==> config.mk <==
export PLATFORM = sky130hd
export DESIGN_NAME = yuyv_frame_statistics_unit
export DESIGN_NICKNAME = d
export VERILOG_FILES = /design/src/rtl/yfs_pkg.sv /design/src/rtl/yfs_pixel_lane.sv /design/src/rtl/yfs_divider.sv /design/src/rtl/yfs_frame_finish.sv /design/src/rtl/yuyv_frame_statistics_unit.sv
export SDC_FILE = /design/constraint.sdc
export NUM_CORES = 2
export LEC_CHECK = 0
export ABC_AREA = 1
export BUFFER_PORTS_ARGS = -buffer_cell sky130_fd_sc_hd__buf_2
export CORE_ASPECT_RATIO = 1.4
export CORE_MARGIN = 8
export CORE_UTILIZATION = 50
export DETAILED_ROUTE_END_ITERATION = 8
export GPL_TIMING_DRIVEN = 0
export PLACE_DENSITY = 0.66
export SLEW_MARGIN = 20
export SYNTH_ARGS = -nofsm -noshare
export SYNTH_HDL_FRONTEND = slang
export SYNTH_HIERARCHICAL = 1
export SYNTH_SLANG_ARGS = --single-unit
==> constraint.sdc <==
create_clock -name clk -period 6.75 [get_ports clk]
set_input_delay 0.675 -clock clk [delete_from_list [all_inputs] [get_ports clk]]
set_output_delay 0.675 -clock clk [all_outputs]
set_load 0.03 [all_outputs]
==> src/rtl/yfs_pkg.sv <==
// Shared types, constants and helper functions for the YUYV frame statistics unit.
// This package has no dependencies. All RTL files of the block import it.
`default_nettype none

package yfs_pkg;

    // Frame size limit that the top level uses by default.
    localparam int DEFAULT_MAX_FRAME_PIXELS = 1048576;

    // Field and register widths.
    localparam int BYTE_W         = 8;
    localparam int FRAME_PIXELS_W = 21;
    localparam int RATIO_W        = 17;
    localparam int FRAME_NUM_W    = 32;
    localparam int CFG_INDEX_W    = 2;
    localparam int CFG_DATA_W     = 21;

    // Values of the configuration registers after reset.
    localparam logic [FRAME_PIXELS_W-1:0] RESET_FRAME_PIXELS   = 21'd19200;
    localparam logic [BYTE_W-1:0]         RESET_EDGE_THRESHOLD = 8'd20;
    localparam logic [BYTE_W-1:0]         RESET_OBJECT_SCALE   = 8'd25;

    // 1.0 in unsigned Q16.
    localparam logic [RATIO_W-1:0] RATIO_ONE = 17'd65536;

    // Q10 coefficients of the YUV to RGB conversion, and the chroma offset.
    localparam int COEF_RED_V    = 1436;
    localparam int COEF_GREEN_U  = 352;
    localparam int COEF_GREEN_V  = 731;
    localparam int COEF_BLUE_U   = 1814;
    localparam int CHROMA_OFFSET = 128;

    // Configuration register indexes.
    typedef enum logic [CFG_INDEX_W-1:0] {
        CFG_FRAME_PIXELS   = 2'd0,
        CFG_EDGE_THRESHOLD = 2'd1,
        CFG_OBJECT_SCALE   = 2'd2
    } cfg_index_t;

    // Signed chroma correction term, already shifted down from Q10.
    typedef logic signed [9:0] chroma_term_t;

    // What one pixel lane hands to the merging stage.
    typedef struct packed {
        logic [BYTE_W-1:0] red;
        logic [BYTE_W:0]   green_blue;
        logic              edge_hit;
    } lane_result_t;

    // End-of-frame sequencer states.
    typedef enum logic [2:0] {
        FIN_IDLE,
        FIN_BRIGHT,
        FIN_WARM,
        FIN_TEXTURE,
        FIN_OBJECT,
        FIN_HOLD
    } fin_state_t;

    // Clamp a signed color sum to the byte range 0..255.
    function automatic logic [BYTE_W-1:0] clamp_byte(input logic signed [10:0] value);
        logic [BYTE_W-1:0] result;
        if (value < 11'sd0)
        begin
            result = '0;
        end
        else if (value > 11'sd255)
        begin
            result = 8'hFF;
        end
        else
        begin
            result = value[7:0];
        end
        return result;
    endfunction

endpackage

`default_nettype wire

==> src/rtl/yfs_pixel_lane.sv <==
// One pixel lane: converts one luma sample plus shared chroma terms to RGB and
// checks the luma step to its neighbor. Depends on yfs_pkg.
`default_nettype none

module yfs_pixel_lane
    import yfs_pkg::*;
(
    input  wire logic [BYTE_W-1:0] luma,
    input  wire logic [BYTE_W-1:0] neighbor_luma,
    input  wire logic              compare_en,
    input  wire logic [BYTE_W-1:0] edge_threshold,
    input  wire chroma_term_t      red_term,
    input  wire chroma_term_t      green_term,
    input  wire chroma_term_t      blue_term,
    output lane_result_t           result
);

    logic signed [10:0] luma_s;
    logic signed [10:0] red_sum;
    logic signed [10:0] green_sum;
    logic signed [10:0] blue_sum;
    logic [BYTE_W-1:0]  green_val;
    logic [BYTE_W-1:0]  blue_val;
    logic [BYTE_W-1:0]  luma_step;

    always_comb
    begin
        luma_s    = $signed({3'b000, luma});
        red_sum   = luma_s + $signed({red_term[9], red_term});
        green_sum = luma_s - $signed({green_term[9], green_term});
        blue_sum  = luma_s + $signed({blue_term[9], blue_term});

        green_val = clamp_byte(green_sum);
        blue_val  = clamp_byte(blue_sum);

        // Magnitude of the step to the neighboring pixel.
        if (luma >= neighbor_luma)
        begin
            luma_step = luma - neighbor_luma;
        end
        else
        begin
            luma_step = neighbor_luma - luma;
        end

        result.red        = clamp_byte(red_sum);
        result.green_blue = {1'b0, green_val} + {1'b0, blue_val};
        result.edge_hit   = compare_en && (luma_step > edge_threshold);
    end

endmodule

`default_nettype wire

==> src/rtl/yfs_divider.sv <==
// Shared restoring divider, one quotient bit per cycle, saturating at 1.0 in Q16.
// Depends on yfs_pkg.
`default_nettype none

module yfs_divider
    import yfs_pkg::*;
#(
    parameter int NUM_W = 48,
    parameter int DEN_W = 32
)
(
    input  wire logic               clk,
    input  wire logic               rst_n,
    input  wire logic               start,
    input  wire logic [NUM_W-1:0]   numerator,
    input  wire logic [DEN_W-1:0]   denominator,
    output logic                    done,
    output logic [RATIO_W-1:0]      quotient
);

    localparam int ACC_W  = (NUM_W > DEN_W + RATIO_W) ? NUM_W : DEN_W + RATIO_W;
    localparam int STEP_W = $clog2(RATIO_W + 1);

    logic [ACC_W-1:0]   rem_reg;
    logic [ACC_W-1:0]   dsh_reg;
    logic [RATIO_W-1:0] q_reg;
    logic               sat_reg;
    logic [STEP_W-1:0]  step_reg;
    logic               busy_reg;
    logic               done_reg;
    logic               fits;

    assign fits = rem_reg >= dsh_reg;

    // Control: the first step only checks for overflow, then one quotient bit
    // per step from the top down.
    always_ff @(posedge clk or negedge rst_n)
    begin
        if (!rst_n)
        begin
            busy_reg <= 1'b0;
            done_reg <= 1'b0;
            step_reg <= '0;
        end
        else if (start)
        begin
            busy_reg <= 1'b1;
            done_reg <= 1'b0;
            step_reg <= STEP_W'(RATIO_W);
        end
        else if (busy_reg)
        begin
            if (step_reg == '0)
            begin
                busy_reg <= 1'b0;
                done_reg <= 1'b1;
            end
            else
            begin
                step_reg <= step_reg - STEP_W'(1);
                done_reg <= 1'b0;
            end
        end
        else
        begin
            done_reg <= 1'b0;
        end
    end

    always_ff @(posedge clk)
    begin
        if (start)
        begin
            rem_reg <= ACC_W'(numerator);
            dsh_reg <= ACC_W'(denominator) << RATIO_W;
            q_reg   <= '0;
            sat_reg <= 1'b0;
        end
        else if (busy_reg)
        begin
            dsh_reg <= dsh_reg >> 1;
            if (step_reg == STEP_W'(RATIO_W))
            begin
                sat_reg <= fits;
            end
            else
            begin
                if (fits)
                begin
                    rem_reg <= rem_reg - dsh_reg;
                end
                q_reg <= {q_reg[RATIO_W-2:0], fits};
            end
        end
    end

    assign done     = done_reg;
    assign quotient = (sat_reg || (q_reg > RATIO_ONE)) ? RATIO_ONE : q_reg;

endmodule

`default_nettype wire

==> src/rtl/yfs_frame_finish.sv <==
// End-of-frame unit: captures the frame totals, runs the four ratio divisions on
// one shared divider and holds the result transaction. Depends on yfs_pkg, yfs_divider.
`default_nettype none

module yfs_frame_finish
    import yfs_pkg::*;
#(
    parameter int LUMA_W = 28,
    parameter int RED_W  = 28,
    parameter int GB_W   = 29,
    parameter int EDGE_W = 21,
    parameter int PIX_W  = 21
)
(
    input  wire logic                   clk,
    input  wire logic                   rst_n,
    input  wire logic                   start,
    input  wire logic [LUMA_W-1:0]      luma_total,
    input  wire logic [RED_W-1:0]       red_total,
    input  wire logic [GB_W-1:0]        green_blue_total,
    input  wire logic [EDGE_W-1:0]      edge_total,
    input  wire logic [PIX_W-1:0]       pixel_count,
    input  wire logic [BYTE_W-1:0]      object_scale,
    input  wire logic [FRAME_NUM_W-1:0] frame_count,
    output logic                        busy,
    output logic                        result_valid,
    input  wire logic                   result_ready,
    output logic [RATIO_W-1:0]          brightness_ratio,
    output logic [RATIO_W-1:0]          warmth_ratio,
    output logic [RATIO_W-1:0]          texture_ratio,
    output logic [BYTE_W-1:0]           object_estimate,
    output logic [FRAME_NUM_W-1:0]      frame_number
);

    localparam int NUM_A = (LUMA_W + 16 > RED_W + 17) ? LUMA_W + 16 : RED_W + 17;
    localparam int NUM_B = (EDGE_W + 16 > NUM_A) ? EDGE_W + 16 : NUM_A;
    localparam int NUM_W = NUM_B;
    localparam int DEN_A = (GB_W > PIX_W + 8) ? GB_W : PIX_W + 8;
    localparam int DEN_W = DEN_A + 1;

    fin_state_t state_reg;
    fin_state_t state_next;
    logic       launch_reg;
    logic       launch_next;

    logic [LUMA_W-1:0]      luma_reg;
    logic [RED_W-1:0]       red_reg;
    logic [GB_W-1:0]        gb_reg;
    logic [EDGE_W-1:0]      edge_reg;
    logic [PIX_W-1:0]       pix_reg;
    logic [BYTE_W-1:0]      scale_reg;
    logic [FRAME_NUM_W-1:0] frame_reg;

    logic [RATIO_W-1:0]     bright_reg;
    logic [RATIO_W-1:0]     warm_reg;
    logic [RATIO_W-1:0]     texture_reg;
    logic [BYTE_W-1:0]      object_reg;

    logic [NUM_W-1:0]       div_num;
    logic [DEN_W-1:0]       div_den;
    logic                   div_done;
    logic [RATIO_W-1:0]     div_quot;
    logic [EDGE_W+7:0]      scaled_edges;

    yfs_divider #(
        .NUM_W (NUM_W),
        .DEN_W (DEN_W)
    ) u_divider (
        .clk         (clk),
        .rst_n       (rst_n),
        .start       (launch_reg),
        .numerator   (div_num),
        .denominator (div_den),
        .done        (div_done),
        .quotient    (div_quot)
    );

    // Next state.
    always_comb
    begin
        state_next = state_reg;
        unique case (state_reg)
            FIN_IDLE:
            begin
                if (start)
                begin
                    state_next = FIN_BRIGHT;
                end
            end
            FIN_BRIGHT:
            begin
                if (div_done)
                begin
                    state_next = FIN_WARM;
                end
            end
            FIN_WARM:
            begin
                if (div_done)
                begin
                    state_next = FIN_TEXTURE;
                end
            end
            FIN_TEXTURE:
            begin
                if (div_done)
                begin
                    state_next = FIN_OBJECT;
                end
            end
            FIN_OBJECT:
            begin
                if (div_done)
                begin
                    state_next = FIN_HOLD;
                end
            end
            FIN_HOLD:
            begin
                if (result_ready)
                begin
                    state_next = FIN_IDLE;
                end
            end
            default:
            begin
                state_next = FIN_IDLE;
            end
        endcase
    end

    // Outputs: divider operands by state, and a launch on entry to each division.
    always_comb
    begin
        scaled_edges = scale_reg * edge_reg;
        div_num      = '0;
        div_den      = DEN_W'(pix_reg) << 1;
        unique case (state_reg)
            FIN_BRIGHT:
            begin
                div_num = NUM_W'(luma_reg) << 16;
                div_den = (DEN_W'(pix_reg) << 8) - DEN_W'(pix_reg);
            end
            FIN_WARM:
            begin
                div_num = NUM_W'(red_reg) << 17;
                div_den = DEN_W'(gb_reg) + DEN_W'(pix_reg);
            end
            FIN_TEXTURE:
            begin
                div_num = NUM_W'(edge_reg) << 16;
            end
            FIN_OBJECT:
            begin
                div_num = NUM_W'(scaled_edges);
            end
            FIN_IDLE, FIN_HOLD:
            begin
                div_num = '0;
            end
            default:
            begin
                div_num = '0;
            end
        endcase

        launch_next = 1'b0;
        case (state_next) inside
            FIN_BRIGHT, FIN_WARM, FIN_TEXTURE, FIN_OBJECT:
            begin
                launch_next = (state_next != state_reg);
            end
            default:
            begin
                launch_next = 1'b0;
            end
        endcase

        busy         = (state_reg != FIN_IDLE);
        result_valid = (state_reg == FIN_HOLD);
    end

    always_ff @(posedge clk or negedge rst_n)
    begin
        if (!rst_n)
        begin
            state_reg  <= FIN_IDLE;
            launch_reg <= 1'b0;
        end
        else
        begin
            state_reg  <= state_next;
            launch_reg <= launch_next;
        end
    end

    // Frame totals are captured once; the accumulators upstream are free again.
    always_ff @(posedge clk)
    begin
        if (start && (state_reg == FIN_IDLE))
        begin
            luma_reg  <= luma_total;
            red_reg   <= red_total;
            gb_reg    <= green_blue_total;
            edge_reg  <= edge_total;
            pix_reg   <= pixel_count;
            scale_reg <= object_scale;
            frame_reg <= frame_count;
        end
        if (div_done)
        begin
            case (state_reg)
                FIN_BRIGHT:  bright_reg  <= div_quot;
                FIN_WARM:    warm_reg    <= div_quot;
                FIN_TEXTURE: texture_reg <= div_quot;
                FIN_OBJECT:
                begin
                    if (div_quot > RATIO_W'(scale_reg))
                    begin
                        object_reg <= scale_reg;
                    end
                    else
                    begin
                        object_reg <= div_quot[BYTE_W-1:0];
                    end
                end
                default:
                begin
                end
            endcase
        end
    end

    assign brightness_ratio = bright_reg;
    assign warmth_ratio     = warm_reg;
    assign texture_ratio    = texture_reg;
    assign object_estimate  = object_reg;
    assign frame_number     = frame_reg;

endmodule

`default_nettype wire

==> src/rtl/yuyv_frame_statistics_unit.sv <==
// Top level of the YUYV frame statistics unit: stream ports, configuration
// registers, two pixel lanes, the merging accumulators and the end-of-frame unit.
// Depends on yfs_pkg, yfs_pixel_lane, yfs_frame_finish.
//
// Channel   | Direction | Handshake                      | Payload
// ----------+-----------+--------------------------------+-----------------------------------
// s_axis    | in        | s_axis_tvalid / s_axis_tready  | one YUYV macropixel (two pixels)
// m_axis    | out       | m_axis_tvalid / m_axis_tready  | frame ratios, object count, frame no.
// cfg       | in        | cfg_write (no wait)            | frame_pixels, edge_threshold, scale
//
// Macropixels are taken at one transaction per clock while s_axis_tready is high.
// Both pixels are converted in parallel lanes in the cycle of acceptance, and their
// sums are merged into the frame accumulators in the cycle after. A frame's result
// is valid once its last macropixel has passed the merge stage and the end-of-frame
// unit has run four divisions in turn on the shared divider (each a launch, the
// divider steps and a done). The last macropixel of a frame is held off while the
// previous frame's last macropixel is merged, its divisions run or its result has
// not yet been taken; a frame that ends before then stalls once. Reset clears all
// counters, sums and the configuration to its defaults; no clearing pass is needed.
`default_nettype none

module yuyv_frame_statistics_unit
    import yfs_pkg::*;
#(
    parameter int MAX_FRAME_PIXELS = DEFAULT_MAX_FRAME_PIXELS
)
(
    input  wire logic                   clk,
    input  wire logic                   rst_n,

    // tdata: luma_first [7:0], chroma_blue [15:8], luma_second [23:16],
    // chroma_red [31:24].
    input  wire logic                   s_axis_tvalid,
    output logic                        s_axis_tready,
    input  wire logic [31:0]            s_axis_tdata,

    // tdata: brightness_ratio [16:0], warmth_ratio [33:17], texture_ratio [50:34],
    // object_estimate [58:51], frame_number [90:59], zeros [95:91].
    output logic                        m_axis_tvalid,
    input  wire logic                   m_axis_tready,
    output logic [95:0]                 m_axis_tdata,

    input  wire logic                   cfg_write,
    input  wire logic [CFG_INDEX_W-1:0] cfg_index,
    input  wire logic [CFG_DATA_W-1:0]  cfg_data
);

    localparam longint MAX_PIX  = longint'(MAX_FRAME_PIXELS);
    localparam int     ITEM_MAX = (MAX_FRAME_PIXELS / 2 < 1) ? 1 : MAX_FRAME_PIXELS / 2;
    localparam int     IDX_W    = (ITEM_MAX > 1) ? $clog2(ITEM_MAX) : 1;
    localparam int     ITEM_W   = $clog2(ITEM_MAX + 1);
    localparam int     CMP_W    = ITEM_W + 1;
    localparam int     PIX_W    = ITEM_W + 1;
    localparam int     LUMA_W   = $clog2(MAX_PIX * 255 + 1);
    localparam int     GB_W     = $clog2(MAX_PIX * 510 + 1);
    localparam int     EDGE_W   = PIX_W;

    // Configuration registers.
    logic [FRAME_PIXELS_W-1:0] frame_pixels_reg;
    logic [BYTE_W-1:0]         edge_threshold_reg;
    logic [BYTE_W-1:0]         object_scale_reg;

    // Input side state.
    logic [IDX_W-1:0]          index_reg;
    logic [IDX_W-1:0]          index_next;
    logic [BYTE_W-1:0]         prev_luma_reg;

    // Merge stage registers.
    logic                      s1_valid_reg;
    logic                      s1_last_reg;
    logic [BYTE_W:0]           s1_luma_reg;
    logic [BYTE_W:0]           s1_red_reg;
    logic [BYTE_W+1:0]         s1_gb_reg;
    logic [1:0]                s1_edges_reg;

    // Frame accumulators.
    logic [LUMA_W-1:0]         luma_acc_reg;
    logic [LUMA_W-1:0]         red_acc_reg;
    logic [GB_W-1:0]           gb_acc_reg;
    logic [EDGE_W-1:0]         edge_acc_reg;
    logic [FRAME_NUM_W-1:0]    frames_done_reg;

    logic [LUMA_W-1:0]         luma_total;
    logic [LUMA_W-1:0]         red_total;
    logic [GB_W-1:0]           gb_total;
    logic [EDGE_W-1:0]         edge_total;
    logic [FRAME_NUM_W-1:0]    frame_count;
    logic                      frame_end;

    logic [BYTE_W-1:0]         luma_first;
    logic [BYTE_W-1:0]         chroma_blue;
    logic [BYTE_W-1:0]         luma_second;
    logic [BYTE_W-1:0]         chroma_red;

    logic signed [9:0]         u_s;
    logic signed [9:0]         v_s;
    logic signed [19:0]        red_prod;
    logic signed [19:0]        green_prod;
    logic signed [19:0]        blue_prod;
    logic signed [19:0]        red_shift;
    logic signed [19:0]        green_shift;
    logic signed [19:0]        blue_shift;
    chroma_term_t              red_term;
    chroma_term_t              green_term;
    chroma_term_t              blue_term;

    logic [FRAME_PIXELS_W-2:0] half_pixels;
    logic [ITEM_W-1:0]         items;
    logic [CMP_W-1:0]          index_plus;
    logic                      is_last;
    logic                      end_busy;
    logic                      accept;

    lane_result_t              lane0_result;
    lane_result_t              lane1_result;
    logic                      fin_busy;

    assign luma_first  = s_axis_tdata[7:0];
    assign chroma_blue = s_axis_tdata[15:8];
    assign luma_second = s_axis_tdata[23:16];
    assign chroma_red  = s_axis_tdata[31:24];

    // Configuration writes; an index beyond the list is ignored.
    always_ff @(posedge clk or negedge rst_n)
    begin
        if (!rst_n)
        begin
            frame_pixels_reg   <= RESET_FRAME_PIXELS;
            edge_threshold_reg <= RESET_EDGE_THRESHOLD;
            object_scale_reg   <= RESET_OBJECT_SCALE;
        end
        else if (cfg_write)
        begin
            unique case (cfg_index)
                CFG_FRAME_PIXELS:   frame_pixels_reg   <= cfg_data[FRAME_PIXELS_W-1:0];
                CFG_EDGE_THRESHOLD: edge_threshold_reg <= cfg_data[BYTE_W-1:0];
                CFG_OBJECT_SCALE:   object_scale_reg   <= cfg_data[BYTE_W-1:0];
                default:
                begin
                end
            endcase
        end
    end

    // Macropixels per frame: half the pixel count, kept within 1 and the limit.
    always_comb
    begin
        half_pixels = frame_pixels_reg[FRAME_PIXELS_W-1:1];
        if (half_pixels == '0)
        begin
            items = ITEM_W'(1);
        end
        else if (32'(half_pixels) > 32'(ITEM_MAX))
        begin
            items = ITEM_W'(ITEM_MAX);
        end
        else
        begin
            items = ITEM_W'(half_pixels);
        end

        // A shortened frame length ends the frame at the next macropixel.
        index_plus = CMP_W'(index_reg) + CMP_W'(1);
        is_last    = (index_plus >= CMP_W'(items));
        index_next = is_last ? '0 : index_reg + IDX_W'(1);
    end

    // The frame's last macropixel waits while a frame end is in the merge stage or the end-of-frame unit is busy.
    assign end_busy      = (s1_valid_reg && s1_last_reg) || fin_busy;
    assign s_axis_tready = !(is_last && end_busy);
    assign accept        = s_axis_tvalid && s_axis_tready;

    // Shared chroma terms; arithmetic right shift floors the Q10 products.
    always_comb
    begin
        u_s         = $signed({2'b00, chroma_blue}) - 10'sd128;
        v_s         = $signed({2'b00, chroma_red}) - 10'sd128;
        red_prod    = $signed(20'(COEF_RED_V)) * $signed({{10{v_s[9]}}, v_s});
        green_prod  = $signed(20'(COEF_GREEN_U)) * $signed({{10{u_s[9]}}, u_s})
                    + $signed(20'(COEF_GREEN_V)) * $signed({{10{v_s[9]}}, v_s});
        blue_prod   = $signed(20'(COEF_BLUE_U)) * $signed({{10{u_s[9]}}, u_s});
        red_shift   = red_prod >>> 10;
        green_shift = green_prod >>> 10;
        blue_shift  = blue_prod >>> 10;
        red_term    = red_shift[9:0];
        green_term  = green_shift[9:0];
        blue_term   = blue_shift[9:0];
    end

    // Lane 0 compares the first pixel with the last pixel of the previous
    // macropixel; lane 1 compares the second pixel with the first.
    yfs_pixel_lane u_lane0 (
        .luma           (luma_first),
        .neighbor_luma  (prev_luma_reg),
        .compare_en     (index_reg != '0),
        .edge_threshold (edge_threshold_reg),
        .red_term       (red_term),
        .green_term     (green_term),
        .blue_term      (blue_term),
        .result         (lane0_result)
    );

    yfs_pixel_lane u_lane1 (
        .luma           (luma_second),
        .neighbor_luma  (luma_first),
        .compare_en     (index_reg != '0),
        .edge_threshold (edge_threshold_reg),
        .red_term       (red_term),
        .green_term     (green_term),
        .blue_term      (blue_term),
        .result         (lane1_result)
    );

    always_ff @(posedge clk or negedge rst_n)
    begin
        if (!rst_n)
        begin
            index_reg     <= '0;
            prev_luma_reg <= '0;
            s1_valid_reg  <= 1'b0;
            s1_last_reg   <= 1'b0;
        end
        else
        begin
            s1_valid_reg <= accept;
            if (accept)
            begin
                index_reg     <= index_next;
                prev_luma_reg <= luma_second;
                s1_last_reg   <= is_last;
            end
        end
    end

    // Merge what the two lanes found into one contribution per macropixel.
    always_ff @(posedge clk)
    begin
        if (accept)
        begin
            s1_luma_reg  <= {1'b0, luma_first} + {1'b0, luma_second};
            s1_red_reg   <= {1'b0, lane0_result.red} + {1'b0, lane1_result.red};
            s1_gb_reg    <= {1'b0, lane0_result.green_blue}
                          + {1'b0, lane1_result.green_blue};
            s1_edges_reg <= {1'b0, lane0_result.edge_hit} + {1'b0, lane1_result.edge_hit};
        end
    end

    always_comb
    begin
        luma_total  = luma_acc_reg + LUMA_W'(s1_luma_reg);
        red_total   = red_acc_reg + LUMA_W'(s1_red_reg);
        gb_total    = gb_acc_reg + GB_W'(s1_gb_reg);
        edge_total  = edge_acc_reg + EDGE_W'(s1_edges_reg);
        frame_count = frames_done_reg + FRAME_NUM_W'(1);
        frame_end   = s1_valid_reg && s1_last_reg;
    end

    // Accumulators restart from zero once the frame totals are handed over.
    always_ff @(posedge clk or negedge rst_n)
    begin
        if (!rst_n)
        begin
            luma_acc_reg    <= '0;
            red_acc_reg     <= '0;
            gb_acc_reg      <= '0;
            edge_acc_reg    <= '0;
            frames_done_reg <= '0;
        end
        else if (frame_end)
        begin
            luma_acc_reg    <= '0;
            red_acc_reg     <= '0;
            gb_acc_reg      <= '0;
            edge_acc_reg    <= '0;
            frames_done_reg <= frame_count;
        end
        else if (s1_valid_reg)
        begin
            luma_acc_reg <= luma_total;
            red_acc_reg  <= red_total;
            gb_acc_reg   <= gb_total;
            edge_acc_reg <= edge_total;
        end
    end

    logic [RATIO_W-1:0]     brightness_ratio;
    logic [RATIO_W-1:0]     warmth_ratio;
    logic [RATIO_W-1:0]     texture_ratio;
    logic [BYTE_W-1:0]      object_estimate;
    logic [FRAME_NUM_W-1:0] frame_number;

    yfs_frame_finish #(
        .LUMA_W (LUMA_W),
        .RED_W  (LUMA_W),
        .GB_W   (GB_W),
        .EDGE_W (EDGE_W),
        .PIX_W  (PIX_W)
    ) u_finish (
        .clk              (clk),
        .rst_n            (rst_n),
        .start            (frame_end),
        .luma_total       (luma_total),
        .red_total        (red_total),
        .green_blue_total (gb_total),
        .edge_total       (edge_total),
        .pixel_count      ({items, 1'b0}),
        .object_scale     (object_scale_reg),
        .frame_count      (frame_count),
        .busy             (fin_busy),
        .result_valid     (m_axis_tvalid),
        .result_ready     (m_axis_tready),
        .brightness_ratio (brightness_ratio),
        .warmth_ratio     (warmth_ratio),
        .texture_ratio    (texture_ratio),
        .object_estimate  (object_estimate),
        .frame_number     (frame_number)
    );

    assign m_axis_tdata = {5'b00000, frame_number, object_estimate, texture_ratio,
                           warmth_ratio, brightness_ratio};

endmodule

`default_nettype wire
* After elaboration in Yosys (flattened, before gate mapping)
Index checks and enable logic that the tools add are counted.
** Storage, ports and cells
- Register bits :: 582
- Bits of input ports :: 60
- Output and inout port bits :: 98
- Logic and storage cells :: 193
** Operators by class
- Add/subtract/negate cells :: 30
- Multipliers :: 5
- $lt $le $gt $ge :: 21
- Equality and inequality tests :: 15
- Muxes and demuxes :: 52
- Bitwise gates (word level) :: 1
- Reduce and logical (&&, ||, !) cells :: 31
** Operator list (number)
- 2-to-1 mux 45 bit :: 4
- case mux 45 bit (4 select lines) :: 1
- 2-to-1 mux 8 bit :: 15
- 2-to-1 mux 28 bit :: 4
- 2-to-1 mux 47 bit :: 2
- > comparator 11 x 9 -> 1 bit, second input constant :: 6
- < comparator 11 x 1 -> 1 bit, second input constant :: 6
- case mux 30 bit (2 select lines) :: 1
- 2-to-1 mux 29 bit :: 2
- adder 28 x 9 -> 28 bit :: 2
- greater-or-equal comparator 47 bit :: 1
- subtractor 47 bit :: 1
- adder 9 x 10 -> 11 bit :: 4
- 2-to-1 mux 21 bit :: 2
- 2-to-1 mux 20 bit :: 2
- adder 8 x 8 -> 9 bit :: 4
- adder 32 x 1 -> 32 bit, second input constant :: 1
- subtractor 8 bit :: 4
- adder 29 x 21 -> 30 bit :: 1
- subtractor 29 x 21 -> 30 bit :: 1
- adder 29 x 10 -> 29 bit :: 1
- multiplier 8 x 21 -> 29 bit :: 1
- subtractor 9 x 10 -> 11 bit :: 2
- adder 21 x 2 -> 21 bit :: 1
- 45 further kinds :: 86

* Logic depth before layout (Yosys ltp)
- Depth after elaboration :: 9
- Depth in mapped cells :: 48
- Gate-level depth less buffers :: 48

* Modules after synthesis
Netlist, hierarchy kept.
** By module, submodules not included
- yuyv_frame_statistics_unit :: instances 1, cells each 2905, area each 21594.5 um^2, sequential area each 5992.0 um^2
- yfs_frame_finish :: instances 1, cells each 2168, area each 17734.5 um^2, sequential area each 6886.6 um^2
- yfs_divider :: instances 1, cells each 1216, area each 8460.6 um^2, sequential area each 3168.0 um^2
- yfs_pixel_lane (u_lane0) :: instances 1, cells each 523, area each 2995.4 um^2, sequential area each 0.0 um^2
- yfs_pixel_lane (u_lane1) :: instances 1, cells each 530, area each 2936.6 um^2, sequential area each 0.0 um^2

* Worst setup path after synthesis
No wires, ideal clock.
- Path kind :: input port to flip-flop
- From :: input port s_axis_tdata[9]
- To :: register s1_gb_reg[7], data pin
- Setup time :: 0.259 ns
- Data arrival time :: 7.948 ns
- Data required time :: 6.491 ns
- Slack :: -1.457 ns
- Stages :: 45
- Path buffers :: 0
- Path through :: ha_1 -> xor2_1 -> ha_1 -> ha_1 -> a21oi_1 -> o21ai_0 -> inv_1 -> nor2_1 -> o21ai_0 -> nand2_1 -> xor2_1 -> ha_1 -> inv_1 -> fa_1 -> fa_1 -> inv_1 -> ha_1 -> a21oi_1 -> (+9 left out) -> nand2_1 -> nand2_1 -> nand2_1 -> nand3_4 -> nor2_1 -> nor2_1 -> ha_1 -> fa_1 -> nand3_1 -> nand3_1 -> xor2_1 -> ha_1 -> a21oi_1 -> o21ai_0 -> a21o_1 -> nand3_1 -> nand2_1 -> xor2_1
** RTL lines
- from (decl) :: line yuyv_frame_statistics_unit.sv:35 : input wire logic [31:0] s_axis_tdata,
- to (signal assigned) :: line yuyv_frame_statistics_unit.sv:242 : s1_gb_reg <= {1'b0, lane0_result.green_blue}
- to (decl) :: line yuyv_frame_statistics_unit.sv:73 : logic [BYTE_W+1:0] s1_gb_reg;

==> metrics.txt <==
storage element area between 15,000 and 20,000 sq um; Top Ports between 150 and 200; Worst Skew approximately 0.074 ns; Fill cells around 10,000; DR vias/cell 5.26; crit path max fanout 8; largest net degree at the start of global routing around 110; initial core utilization about half; sequential element share of the synthesized area between 20% and 30%; Slew Viols, Final 0; gp weighted congestion between 0.9 and 1; post-synth top area cell edfxtp_1; CTS buffer count slightly above 60; first-pass GRT wire length ~260,000 microns; initial antenna violation count 4; Area after DPL 56,700 sq um; share of layout cells above drive strength 1 9.71%; CP dominant cell by count nand2_1; synth warn 6; row count roughly 140; failing checks negative setup slack; status complete, but fails checks; Least-Margin Pin Slew between 1 and 1.5 ns; Core Region between 100,000 and 150,000 sq um; Yosys top cell area share a little under a fifth; Hold/Removal Path Class in -> reg; First-pass DRT Iterations 6; final hold viol count 0; clock sinks around 580; Clock Pin Slew Worst Setup and Hold Paths around 0.070 ns; vias in the first global route between 40,000 and 50,000; Final Core Density 56.5%; Tot GR Track Use between 20% and 30%; CP max-delay cell fa_1; CP peak stage delay 0.51 ns; Async S/R FF share, synth a little under two fifths; Worst-Skew Late Latency ~0.68 ns; Routed WL per cell around 18 microns; Total Die Area about 120,000 sq um; DRC errors left 0; 1st-iter DRT viols 2,701; DR vias 48,000; fmax 133 MHz; CTS HTree Levels 2; WP data arrival 7.96 ns; TritonCTS clock tree yes; Final period util 111%; final instance area ~60,000 sq um; CP startpoint kind input port; Final HPWL DP between 100,000 and 150,000 microns; Critical Path RT between 7 and 8 ns; Final Setup Violations 9; synthesized cell area between 50,000 and 60,000 sq um; syn_area_per_cell between 7 and 8 sq um; PortBufs about 150; chip height slightly above 400 microns; Yosys cell types 70; Final WS setup -0.775 ns; Nets between 8,000 and 9,000; Crit Path Category in -> reg; Max Cap Viol 0; Post-DRT Antenna Nets 0; Syn Inst Count roughly 7,300; Final Critical Period around 7.5 ns; Total Wirelength 164,000 microns; Slew HR a little under a third; Hold WS approximately 0.22 ns; #FFs+latches synth ~580; EDFF count, synth 331; Area Growth Syn to Fin 12.3%; area of the multi-input gates 32,900 sq um; CTS root buffer clkbuf_16; GRT overflow 0; Die Width between 200 and 300 microns; CTS Buffer Depth 3; RSZ-0062 raised after global routing yes; synth top area cells edfxtp_1, nand2_1, ha_1; ys flop type edfxtp_1; endpoint class of the critical path flop
==> Yosys cell counts (6+ instances only) <==
library cell / n
nand2_1: 2147
o21ai_1: 18
buf_6: 6
nand3b_1: 42
a21oi_1: 290
ha_1: 502
buf_1: 6
or2_2: 22
and2_1: 37
buf_4: 9
nor3_2: 11
dfxtp_1: 37
o21a_1: 7
a21boi_0: 8
o21bai_1: 35
xor2_1: 141
nor4_1: 12
clkbuf_1: 93
xnor2_1: 70
nor3_1: 82
nand3_2: 8
o211ai_1: 15
nand2_2: 34
a21oi_2: 12
nor2_4: 6
o22ai_1: 25
o21ai_2: 12
or2_1: 10
nor2_1: 508
edfxtp_1: 331
nor2_2: 29
o21ai_0: 252
inv_2: 30
a22o_1: 26
a21o_1: 12
nand4_1: 120
fa_1: 208
buf_2: 20
dfrtp_1: 205
nand2_4: 7
inv_1: 1373
dfstp_2: 9
nand3_1: 459
==> layout make-up <==
class                   count  area share, %
inverters                1406           8.78
diodes                      2        0.00829
multi-input cells        5224           54.6
flip-flops and latches    582           26.6
clock buffers              71           2.69
well taps                1440           2.99
plain buffers             135           1.04
clock inverters            45          0.929
repair buffers            216           2.39
==> per-stage QoR <==
step / setup WS (ns) / instances / TNS (ns)
after floorplan: -0.757 / 7347 / -4.67
after CTS: -0.667 / 9094 / -4.45
final: -0.775 / 9121 / -5.39
after detailed placement: -2.14 / 8946 / -24.18
after global placement: -2.08 / 8939 / -36.43
after global routing: -1.16 / 9119 / -8.31
==> per-layer routing <==
| metal | share of wire (%) | vias up | GRT usage, % | routed length [microns] |
|---|---|---|---|---|
| met1 | 37 | 22500 | 28.7 | 61100 |
| met3 | 3.9 | 457 | 2.54 | 6470 |
| met2 | 52 | 1213 | 52.3 | 85900 |
| li1 | - | 23800 | - | - |
| met4 | 6.3 | 4 | 14.8 | 10400 |
| met5 | 0.018 | - | 0 | 29 |
==> critical path: cells and delay by family <==
family | cells | cell delay (ns)
XOR/XNOR | 4 | 0.59
buffers and inverters | 5 | 0.34
adder cells (fa/ha/maj) | 10 | 3.26
AO/OA/AOI/OAI | 9 | 1.39
AND/OR/NAND/NOR | 17 | 1.70
==> worst paths after layout <==
path	slack, ns	cells after the start	endpoint	from
setup / recovery	-0.78	45	s1_gb_reg[6]	s_axis_tdata[11]
hold / removal	0.22	2	frame_pixels_reg[8]	cfg_data[8]
setup reg to reg	1.19	21	u_finish/u_divider/rem_reg[27]	u_finish/scale_reg[7]
hold reg to reg	0.48	2	prev_luma_reg[7]	prev_luma_reg[7]
max in group asynchronous	4.86	4	edge_acc_reg[12]	rst_n
min in group asynchronous	0.54	2	frame_pixels_reg[15]	rst_n
==> logic make-up after synthesis <==
| kind of cell | after synthesis | synth area share, % |
|---|---|---|
| simple gates | 3551 | 28.3 |
| buf+inv | 1541 | 11.0 |
| compound gates | 739 | 7.81 |
| fa+ha+maj | 710 | 19.4 |
| flops | 582 | 29.9 |
| xor+xnor | 214 | 3.53 |
| mux | 4 | 0.0838 |
| other cells | 1 | 0.00698 |
==> cells in the final DEF, fill, tap and decap left out, drive strengths merged, types with 37 or more instances in the layout <==
cell       n
nor2     543
dfxtp     37
buf      255
o21ai    282
xor2     141
nand3    470
inv     1411
ha       502
edfxtp   331
a21oi    302
and2      38
nand2   2189
xnor2     73
fa       208
nor3      95
nand3b    42
dfrtp    205
clkbuf   166
nand4    122
==> timing repair <==
| item | 4_1_cts | 5_1_grt |
|---|---|---|
| cloned | 0 | 0 |
| hold buffers | 1 | 0 |
| pin swaps | 67 | 77 |
| endpoints found under the hold margin | 58 | 0 |
| setup endpoints to repair | 15 | 14 |
| gates resized for setup | 99 | 112 |
| setup buffers | 31 | 25 |
Power is left out: the tool's default activity adds up to more than one toggle a clock period on the data nets, which glitch-free logic cannot reach.
